## config.mk

```make
export PLATFORM = sky130hd
export DESIGN_NAME = differential_drive_mixer
export DESIGN_NICKNAME = d
export VERILOG_FILES = /design/src/design/ddm_pkg.sv /design/src/design/differential_drive_mixer.sv /design/src/design/ddm_limit.sv /design/src/design/ddm_scale.sv
export SDC_FILE = /design/constraint.sdc
export NUM_CORES = 1
export LEC_CHECK = 0
export BUFFER_PORTS_ARGS = -buffer_cell sky130_fd_sc_hd__buf_2
export CAP_MARGIN = 20
export CORE_MARGIN = 10
export CORE_UTILIZATION = 30
export DETAILED_ROUTE_END_ITERATION = 10
export HOLD_SLACK_MARGIN = 0.08
export PLACE_DENSITY = 0.5
export SLEW_MARGIN = 20
export SYNTH_ARGS = -nofsm -noshare
export SYNTH_HDL_FRONTEND = slang
export SYNTH_SLANG_ARGS = --single-unit
export TNS_END_PERCENT = 100
```

## constraint.sdc

```tcl
create_clock -name clk -period 13.7 [get_ports clk]
set_input_delay 2.74 -clock clk [delete_from_list [all_inputs] [get_ports clk]]
set_output_delay 2.74 -clock clk [all_outputs]
set_load 0.01 [all_outputs]
```

## src/design/ddm_pkg.sv

```systemverilog
// Shared types, constants and fixed-point scale factors of the differential drive mixer.
`default_nettype none

package ddm_pkg;

  localparam int PERMILLE_FULL      = 1000;
  localparam int INNER_MIN_PERMILLE = 300;
  localparam int PERCENT_FULL       = 100;

  localparam int CMD_W   = 16;  // raw command width
  localparam int PMIL_W  = 11;  // signed permille, -1000..1000
  localparam int SUM_W   = 12;  // signed sum or difference, -2000..2000
  localparam int WIDE_W  = 13;  // signed sum plus or minus limited difference
  localparam int MAG_W   = 11;  // magnitude of the sum, 0..2000
  localparam int PCT_W   = 8;   // signed percent
  localparam int PMAG_W  = 10;  // magnitude of a permille value, 0..1000
  localparam int PQ_W    = 7;   // magnitude of a percent, 0..100

  // |sum| * 700 / 1300 as a multiply by a rounded-up reciprocal and a shift.
  localparam int LIMIT_SHIFT = 18;
  localparam int LIMIT_NUM   = PERMILLE_FULL - INNER_MIN_PERMILLE;
  localparam int LIMIT_DEN   = PERMILLE_FULL + INNER_MIN_PERMILLE;
  localparam int LIMIT_MUL   = (LIMIT_NUM * (2 ** LIMIT_SHIFT) + LIMIT_DEN - 1) / LIMIT_DEN;
  localparam int LIMIT_MUL_W = 18;
  localparam int LIMIT_PROD_W = MAG_W + LIMIT_MUL_W;

  // value * 100 / 1000 on a magnitude up to 1000, same technique.
  localparam int PCT_SHIFT  = 11;
  localparam int PCT_MUL    = (PERCENT_FULL * (2 ** PCT_SHIFT) + PERMILLE_FULL - 1) /
                              PERMILLE_FULL;
  localparam int PCT_MUL_W  = 8;
  localparam int PCT_PROD_W = PMAG_W + PCT_MUL_W;

  typedef enum logic [2:0] {
    MC_STOP         = 3'd0,
    MC_FORWARD      = 3'd1,
    MC_BACKWARD     = 3'd2,
    MC_ROTATE_LEFT  = 3'd3,
    MC_ROTATE_RIGHT = 3'd4,
    MC_TURN_LEFT    = 3'd5,
    MC_TURN_RIGHT   = 3'd6
  } motion_class_t;

  // Limited wheel pair in permille, passed from the limiting stage to the scaling stage.
  typedef struct packed {
    logic signed [PMIL_W-1:0] left;
    logic signed [PMIL_W-1:0] right;
  } ddm_pair_t;

endpackage

`default_nettype wire

```

## src/design/differential_drive_mixer.sv

```systemverilog
// Top level of the differential drive mixer: three-register pipeline with valid/stall flow.
//
// The mixer takes one item per clock: a signed left and right wheel command in
// permille. Each command is saturated to plus or minus 1000; unless the pair are
// exact opposites (a pivot, or both zero), the wheel difference is clamped to
// 7/13 of the absolute sum so the inner wheel keeps at least 30 percent of the
// outer one, and each side is rebuilt from sum and difference, all divisions
// truncating toward zero. The result item carries both sides in percent and a
// seven-way motion class computed from the limited values. An item passes an
// input register, a stage register after the limiting multiply and a result
// register, in that order, before it is on the outputs. One item is accepted
// every cycle as long as out_stall is low; a stalled result fills the stages
// behind it, and in_stall rises only when all three registers hold items. The
// rate of one item per cycle is set by the handshake alone; the constant
// multiply in each stage only bounds how short the clock period can be.
`default_nettype none

module differential_drive_mixer
  import ddm_pkg::*;
(
  input  wire logic                    clk,
  input  wire logic                    rst_n,

  input  wire logic                    in_valid,
  output logic                         in_stall,
  input  wire logic signed [CMD_W-1:0] in_left_command,
  input  wire logic signed [CMD_W-1:0] in_right_command,

  output logic                         out_valid,
  input  wire logic                    out_stall,
  output logic signed [PCT_W-1:0]      out_left_drive,
  output logic signed [PCT_W-1:0]      out_right_drive,
  output logic [2:0]                   out_motion_class
);

  // Input register stage.
  logic                    in_vld_r;
  logic signed [CMD_W-1:0] left_cmd_r;
  logic signed [CMD_W-1:0] right_cmd_r;

  // Limited pair stage.
  logic                    mid_vld_r;
  ddm_pair_t               pair_r;
  ddm_pair_t               pair_nxt;

  // Result register stage.
  logic                    out_vld_r;
  logic signed [PCT_W-1:0] left_pct_r;
  logic signed [PCT_W-1:0] right_pct_r;
  motion_class_t           class_r;
  logic signed [PCT_W-1:0] left_pct_nxt;
  logic signed [PCT_W-1:0] right_pct_nxt;
  motion_class_t           class_nxt;

  // A stage may load when it is empty or its item moves on in the same cycle.
  logic adv_out;
  logic adv_mid;
  logic adv_in;

  assign adv_out  = !out_vld_r || !out_stall;
  assign adv_mid  = !mid_vld_r || adv_out;
  assign adv_in   = !in_vld_r  || adv_mid;
  assign in_stall = !adv_in;

  ddm_limit u_limit (
    .left_command  (left_cmd_r),
    .right_command (right_cmd_r),
    .pair          (pair_nxt)
  );

  ddm_scale u_scale (
    .pair          (pair_r),
    .left_drive    (left_pct_nxt),
    .right_drive   (right_pct_nxt),
    .motion_class  (class_nxt)
  );

  // Valid bits are control state and get cleared by reset.
  always_ff @(posedge clk) begin
    if (!rst_n) begin
      in_vld_r  <= 1'b0;
      mid_vld_r <= 1'b0;
      out_vld_r <= 1'b0;
    end else begin
      if (adv_in) begin
        in_vld_r <= in_valid;
      end
      if (adv_mid) begin
        mid_vld_r <= in_vld_r;
      end
      if (adv_out) begin
        out_vld_r <= mid_vld_r;
      end
    end
  end

  // Payload registers load only when their stage advances, so a stalled item holds.
  always_ff @(posedge clk) begin
    if (adv_in) begin
      left_cmd_r  <= in_left_command;
      right_cmd_r <= in_right_command;
    end
    if (adv_mid) begin
      pair_r <= pair_nxt;
    end
    if (adv_out) begin
      left_pct_r  <= left_pct_nxt;
      right_pct_r <= right_pct_nxt;
      class_r     <= class_nxt;
    end
  end

  assign out_valid        = out_vld_r;
  assign out_left_drive   = left_pct_r;
  assign out_right_drive  = right_pct_r;
  assign out_motion_class = class_r;

  // The input side only stalls when every stage holds an item.
  a_stall_full: assert property (@(posedge clk) disable iff (!rst_n)
    in_stall |-> (in_vld_r && mid_vld_r && out_vld_r))
    else $error("in_stall raised while a pipeline stage was empty");

  // Results never leave the percent range.
  a_pct_range: assert property (@(posedge clk) disable iff (!rst_n)
    out_valid |-> (out_left_drive >= -PCT_W'(PERCENT_FULL)
                   && out_left_drive <= PCT_W'(PERCENT_FULL)
                   && out_right_drive >= -PCT_W'(PERCENT_FULL)
                   && out_right_drive <= PCT_W'(PERCENT_FULL)))
    else $error("drive percent out of range");

  // A stop has both wheels at zero.
  a_stop_zero: assert property (@(posedge clk) disable iff (!rst_n)
    (out_valid && out_motion_class == MC_STOP) |->
      (out_left_drive == '0 && out_right_drive == '0))
    else $error("stop class with a nonzero wheel");

  // Straight motion drives both sides alike.
  a_straight_equal: assert property (@(posedge clk) disable iff (!rst_n)
    (out_valid && (out_motion_class == MC_FORWARD || out_motion_class == MC_BACKWARD)) |->
      (out_left_drive == out_right_drive))
    else $error("straight motion with unequal wheels");

endmodule

`default_nettype wire

```

## src/design/ddm_limit.sv

```systemverilog
// Saturation, inner wheel limiting and rebuild of the wheel pair in permille.
`default_nettype none

module ddm_limit
  import ddm_pkg::*;
(
  input  wire logic signed [CMD_W-1:0] left_command,
  input  wire logic signed [CMD_W-1:0] right_command,
  output ddm_pair_t                    pair
);

  logic signed [PMIL_W-1:0]       l_sat;
  logic signed [PMIL_W-1:0]       r_sat;
  logic signed [SUM_W-1:0]        sum;
  logic signed [SUM_W-1:0]        diff;
  logic        [MAG_W-1:0]        mag;
  logic        [LIMIT_PROD_W-1:0] prod;
  logic signed [WIDE_W-1:0]       lim;
  logic signed [WIDE_W-1:0]       diff_c;
  logic signed [WIDE_W-1:0]       lw;
  logic signed [WIDE_W-1:0]       rw;
  logic signed [WIDE_W-1:0]       lh;
  logic signed [WIDE_W-1:0]       rh;

  function automatic logic signed [PMIL_W-1:0] sat_pm(input logic signed [CMD_W-1:0] v);
    logic signed [PMIL_W-1:0] res;
    if (v > CMD_W'(PERMILLE_FULL)) begin
      res = PMIL_W'(PERMILLE_FULL);
    end else if (v < -CMD_W'(PERMILLE_FULL)) begin
      res = -PMIL_W'(PERMILLE_FULL);
    end else begin
      res = v[PMIL_W-1:0];
    end
    return res;
  endfunction

  assign l_sat = sat_pm(left_command);
  assign r_sat = sat_pm(right_command);

  assign sum  = SUM_W'(l_sat) + SUM_W'(r_sat);
  assign diff = SUM_W'(r_sat) - SUM_W'(l_sat);
  assign mag  = sum[SUM_W-1] ? MAG_W'(-sum) : MAG_W'(sum);

  assign prod = LIMIT_PROD_W'(mag) * LIMIT_PROD_W'(LIMIT_MUL);
  assign lim  = WIDE_W'(prod[LIMIT_PROD_W-1:LIMIT_SHIFT]);

  always_comb begin
    if (WIDE_W'(diff) > lim) begin
      diff_c = lim;
    end else if (WIDE_W'(diff) < -lim) begin
      diff_c = -lim;
    end else begin
      diff_c = WIDE_W'(diff);
    end
  end

  assign lw = WIDE_W'(sum) - diff_c;
  assign rw = WIDE_W'(sum) + diff_c;
  // Halving that truncates toward zero: bias negative values by one before the shift.
  assign lh = (lw + WIDE_W'(signed'({1'b0, lw[WIDE_W-1]}))) >>> 1;
  assign rh = (rw + WIDE_W'(signed'({1'b0, rw[WIDE_W-1]}))) >>> 1;

  // Exact opposites, both zero included, pass through unlimited.
  always_comb begin
    if (sum == '0) begin
      pair.left  = l_sat;
      pair.right = r_sat;
    end else begin
      pair.left  = lh[PMIL_W-1:0];
      pair.right = rh[PMIL_W-1:0];
    end
  end

endmodule

`default_nettype wire

```

## src/design/ddm_scale.sv

```systemverilog
// Percent conversion and motion classification of the limited wheel pair.
`default_nettype none

module ddm_scale
  import ddm_pkg::*;
(
  input  wire ddm_pair_t              pair,
  output logic signed [PCT_W-1:0]     left_drive,
  output logic signed [PCT_W-1:0]     right_drive,
  output motion_class_t               motion_class
);

  function automatic logic signed [PCT_W-1:0] to_pct(input logic signed [PMIL_W-1:0] v);
    logic [PMAG_W-1:0]     a;
    logic [PCT_PROD_W-1:0] p;
    logic [PQ_W-1:0]       q;
    a = v[PMIL_W-1] ? PMAG_W'(-v) : PMAG_W'(v);
    p = PCT_PROD_W'(a) * PCT_PROD_W'(PCT_MUL);
    q = p[PCT_PROD_W-1:PCT_SHIFT];
    return v[PMIL_W-1] ? -PCT_W'(q) : PCT_W'(q);
  endfunction

  assign left_drive  = to_pct(pair.left);
  assign right_drive = to_pct(pair.right);

  // In the equal and opposite arms the left value is nonzero, so its sign bit decides.
  always_comb begin
    if (pair.left == '0 && pair.right == '0) begin
      motion_class = MC_STOP;
    end else if (pair.left == pair.right) begin
      motion_class = pair.left[PMIL_W-1] ? MC_BACKWARD : MC_FORWARD;
    end else if (pair.left == -pair.right) begin
      motion_class = pair.left[PMIL_W-1] ? MC_ROTATE_LEFT : MC_ROTATE_RIGHT;
    end else begin
      motion_class = (pair.right > pair.left) ? MC_TURN_LEFT : MC_TURN_RIGHT;
    end
  end

endmodule

`default_nettype wire
```

==> flow_summary.json <==
{
  "core_um2": 44300,
  "crit_fanout": 5,
  "root_buffer": "clkbuf_16",
  "io_pins": 57,
  "synth_top_area_cell": "ha_1",
  "yosys-top-cells-area": "ha_1 (25%), edfxtp_1 (16%), fa_1 (12%)",
  "syn_nets": 1890,
  "synth_ff_type": "edfxtp_1",
  "stdcell_area_um2": 17300,
  "grt_pass1_vias": 11400,
  "drv_cap": 0,
  "synth.avg_cell_area_um2": 8.93,
  "ctsHoldBuffers": 0,
  "dieArea_um2": 53700,
  "end_kind": "register",
  "yosysMostFrequentCell": "ha_1",
  "place_area_um2": 15800,
  "antenna_found_initial": 0,
  "hold_viol": 0,
  "worst_pin_slew_ns": 0.841,
  "nets": 2167,
  "grt_usage_pct": 13.4,
  "drt_first_pass_iters": 5,
  "finalWeightedCongestion": 0.897,
  "cp-start-kind": "register",
  "drcViolationCount": 0,
  "clock-sinks": 76,
  "die_y_um": 232,
  "synthArstFlopShare_pct": 0,
  "crit_type": "register to register",
  "period_minus_slack_ns": 13.45,
  "syn_area_um2": 13500,
  "setup_slack_ns": 0.245,
  "setup_viol": 0,
  "cp_data_arrival_time_ns": 13.55,
  "synthTopCellsByCount": "ha_1 (264), inv_1 (242), nand2_1 (107)",
  "num_antenna_cells": 0,
  "postSynthCellCount": 1506,
  "clock_skew_ns": 0.0136,
  "vias": 11300,
  "ys_types": 82,
  "fmax_mhz": 74.3,
  "rsz0062_at_grt": "true",
  "final_cells": 2379,
  "antenna_left": 0,
  "hold_path_class": "register to register",
  "synth_edf_count": 73,
  "hpwl_um": 30800,
  "place_ws_ns": -0.533,
  "drtIter0Drc": 512,
  "grt_max_degree": 36,
  "syn_to_final_growth_pct": 28.3,
  "required_ns": 13.80,
  "synth-seq-cells": 76,
  "via_per_inst": 4.77,
  "cts_max_level": 3,
  "drive_gt1_share_pct": 27.6,
  "max_stage_delay_ns": 0.55,
  "worst_path_max_delay_cell": "fa_1",
  "grt_pass1_wl_um": 58700,
  "grt-ovfl-total": 0,
  "wirelength_um": 37000,
  "cts_buffer_depth": 2,
  "finalCritPeriodShare_pct": 98.2,
  "std_cell_rows": 77,
  "status": "finished clean",
  "yosysSeqAreaShare_pct": 16.7,
  "slew_violations": 0,
  "die_x_um": 232,
  "dp_cells": 2320,
  "cts_buffers": 9,
  "worstSkewPairLatency_ns": 0.35,
  "port_buffers": 56,
  "routedWlPerCell_um": 15.6,
  "clkTransAtPathRegs_ns": 0.06,
  "initial_utilization_pct": 30.4,
  "max_slew_margin_pct": 43.8,
  "cts_tree": "built",
  "yosysWarnings": 0,
  "yosysTopAreaCellShare_pct": 24.5,
  "fin_hold_ws_ns": 0.470
}
-- per-stage QoR --
step	utilization (%)	TNS, ns
3_5_place_dp	35.8	-3.99
5_1_grt	39.0	-3.33
4_1_cts	37.0	-0.0456
6_report	39.0	0
3_3_place_gp	35.8	-1.33
2_1_floorplan	-	0
-- final timing paths --
path / cells past startpoint / from / endpoint / slack [ns]
max reg2reg: 68 / left_cmd_r[1] / pair_r[9] / 0.25
max: 68 / left_cmd_r[1] / pair_r[9] / 0.25
min reg2reg: 1 / in_vld_r / mid_vld_r / 0.47
min: 1 / in_vld_r / mid_vld_r / 0.47
-- cell usage in the layout, fill, tap and decap left out, drive strengths merged, types with 4 or more instances in the layout --
master,instances
o31ai,4
mux2i,8
mux2,9
and2,9
a211o,4
fa,84
or3,11
xnor2,99
and3,14
o21bai,17
nor2b,25
or4,4
a41oi,4
a21oi,79
xor2,41
o22ai,6
a21o,23
o211ai,7
and4,5
nor4,8
o21a,15
nand3,24
nor2,73
buf,288
inv,242
nand2b,12
clkbuf,10
nand2,108
a31o,4
ha,264
o21ai,85
a211oi,8
nand4,13
or2,11
nor3,36
edfxtp,73
a31oi,11
-- layer usage --
layer / vias to the layer above / routed length (um) / track usage, %
li1: 5726 / - / -
met1: 5401 / 17500 / 17.9
met2: 173 / 17900 / 22.8
met3: 36 / 990 / 1.50
met4: 0 / 620 / 3.00
met5: - / 0 / 0
-- cell families after synthesis --
family,Yosys count,share of synthesized area [%]
adders and majority gates,348,37.0
xor gates and xnor gates,142,9.63
buffers and inverters,265,7.49
muxes,17,1.38
DFF,76,16.7
AOI/OAI and AO/OA,296,14.2
and+or+nand+nor,362,13.5
-- registers in the layout, summed over array words and instances (netlist names) --
name / flops
mid_vld_r: 1
pair_r: 22
right_cmd_r: 16
out_right_drive: 8
out_left_drive: 8
left_cmd_r: 16
in_vld_r: 1
out_motion_class: 3
out_valid: 1
-- final cells by class --
| cell class | instances | area (um2) |
|---|---|---|
| repair buffers | 288 | 2040 |
| well taps | 592 | 741 |
| multi-input cells | 1165 | 11000 |
| fillers | 4472 | 27000 |
| clock inverters | 5 | 53.8 |
| flip-flops and latches | 76 | 2250 |
| inverters | 243 | 916 |
| clock buffers | 10 | 229 |
-- what timing repair did --
item / 4_1_cts / 5_1_grt
gates resized for setup: 32 / 156
gates cloned: 0 / 0
setup endpoints to repair: 21 / 22
endpoints found under the hold margin: 0 / 0
pin swaps: 34 / 110
setup buffers: 18 / 28
-- critical path: cells and delay by family (launching register included) --
family                   cells  cell delay [ns]
adder cells (fa/ha/maj)     11             3.63
AO/OA/AOI/OAI               18             3.31
AND/OR/NAND/NOR             23             3.55
flip-flops                   1             0.42
buffers and inverters        9             0.97
XOR/XNOR                     5             0.88
multiplexers                 2             0.44
Power is left out: the tool's default activity adds up to more than one toggle a clock period on the data nets, which glitch-free logic cannot reach.
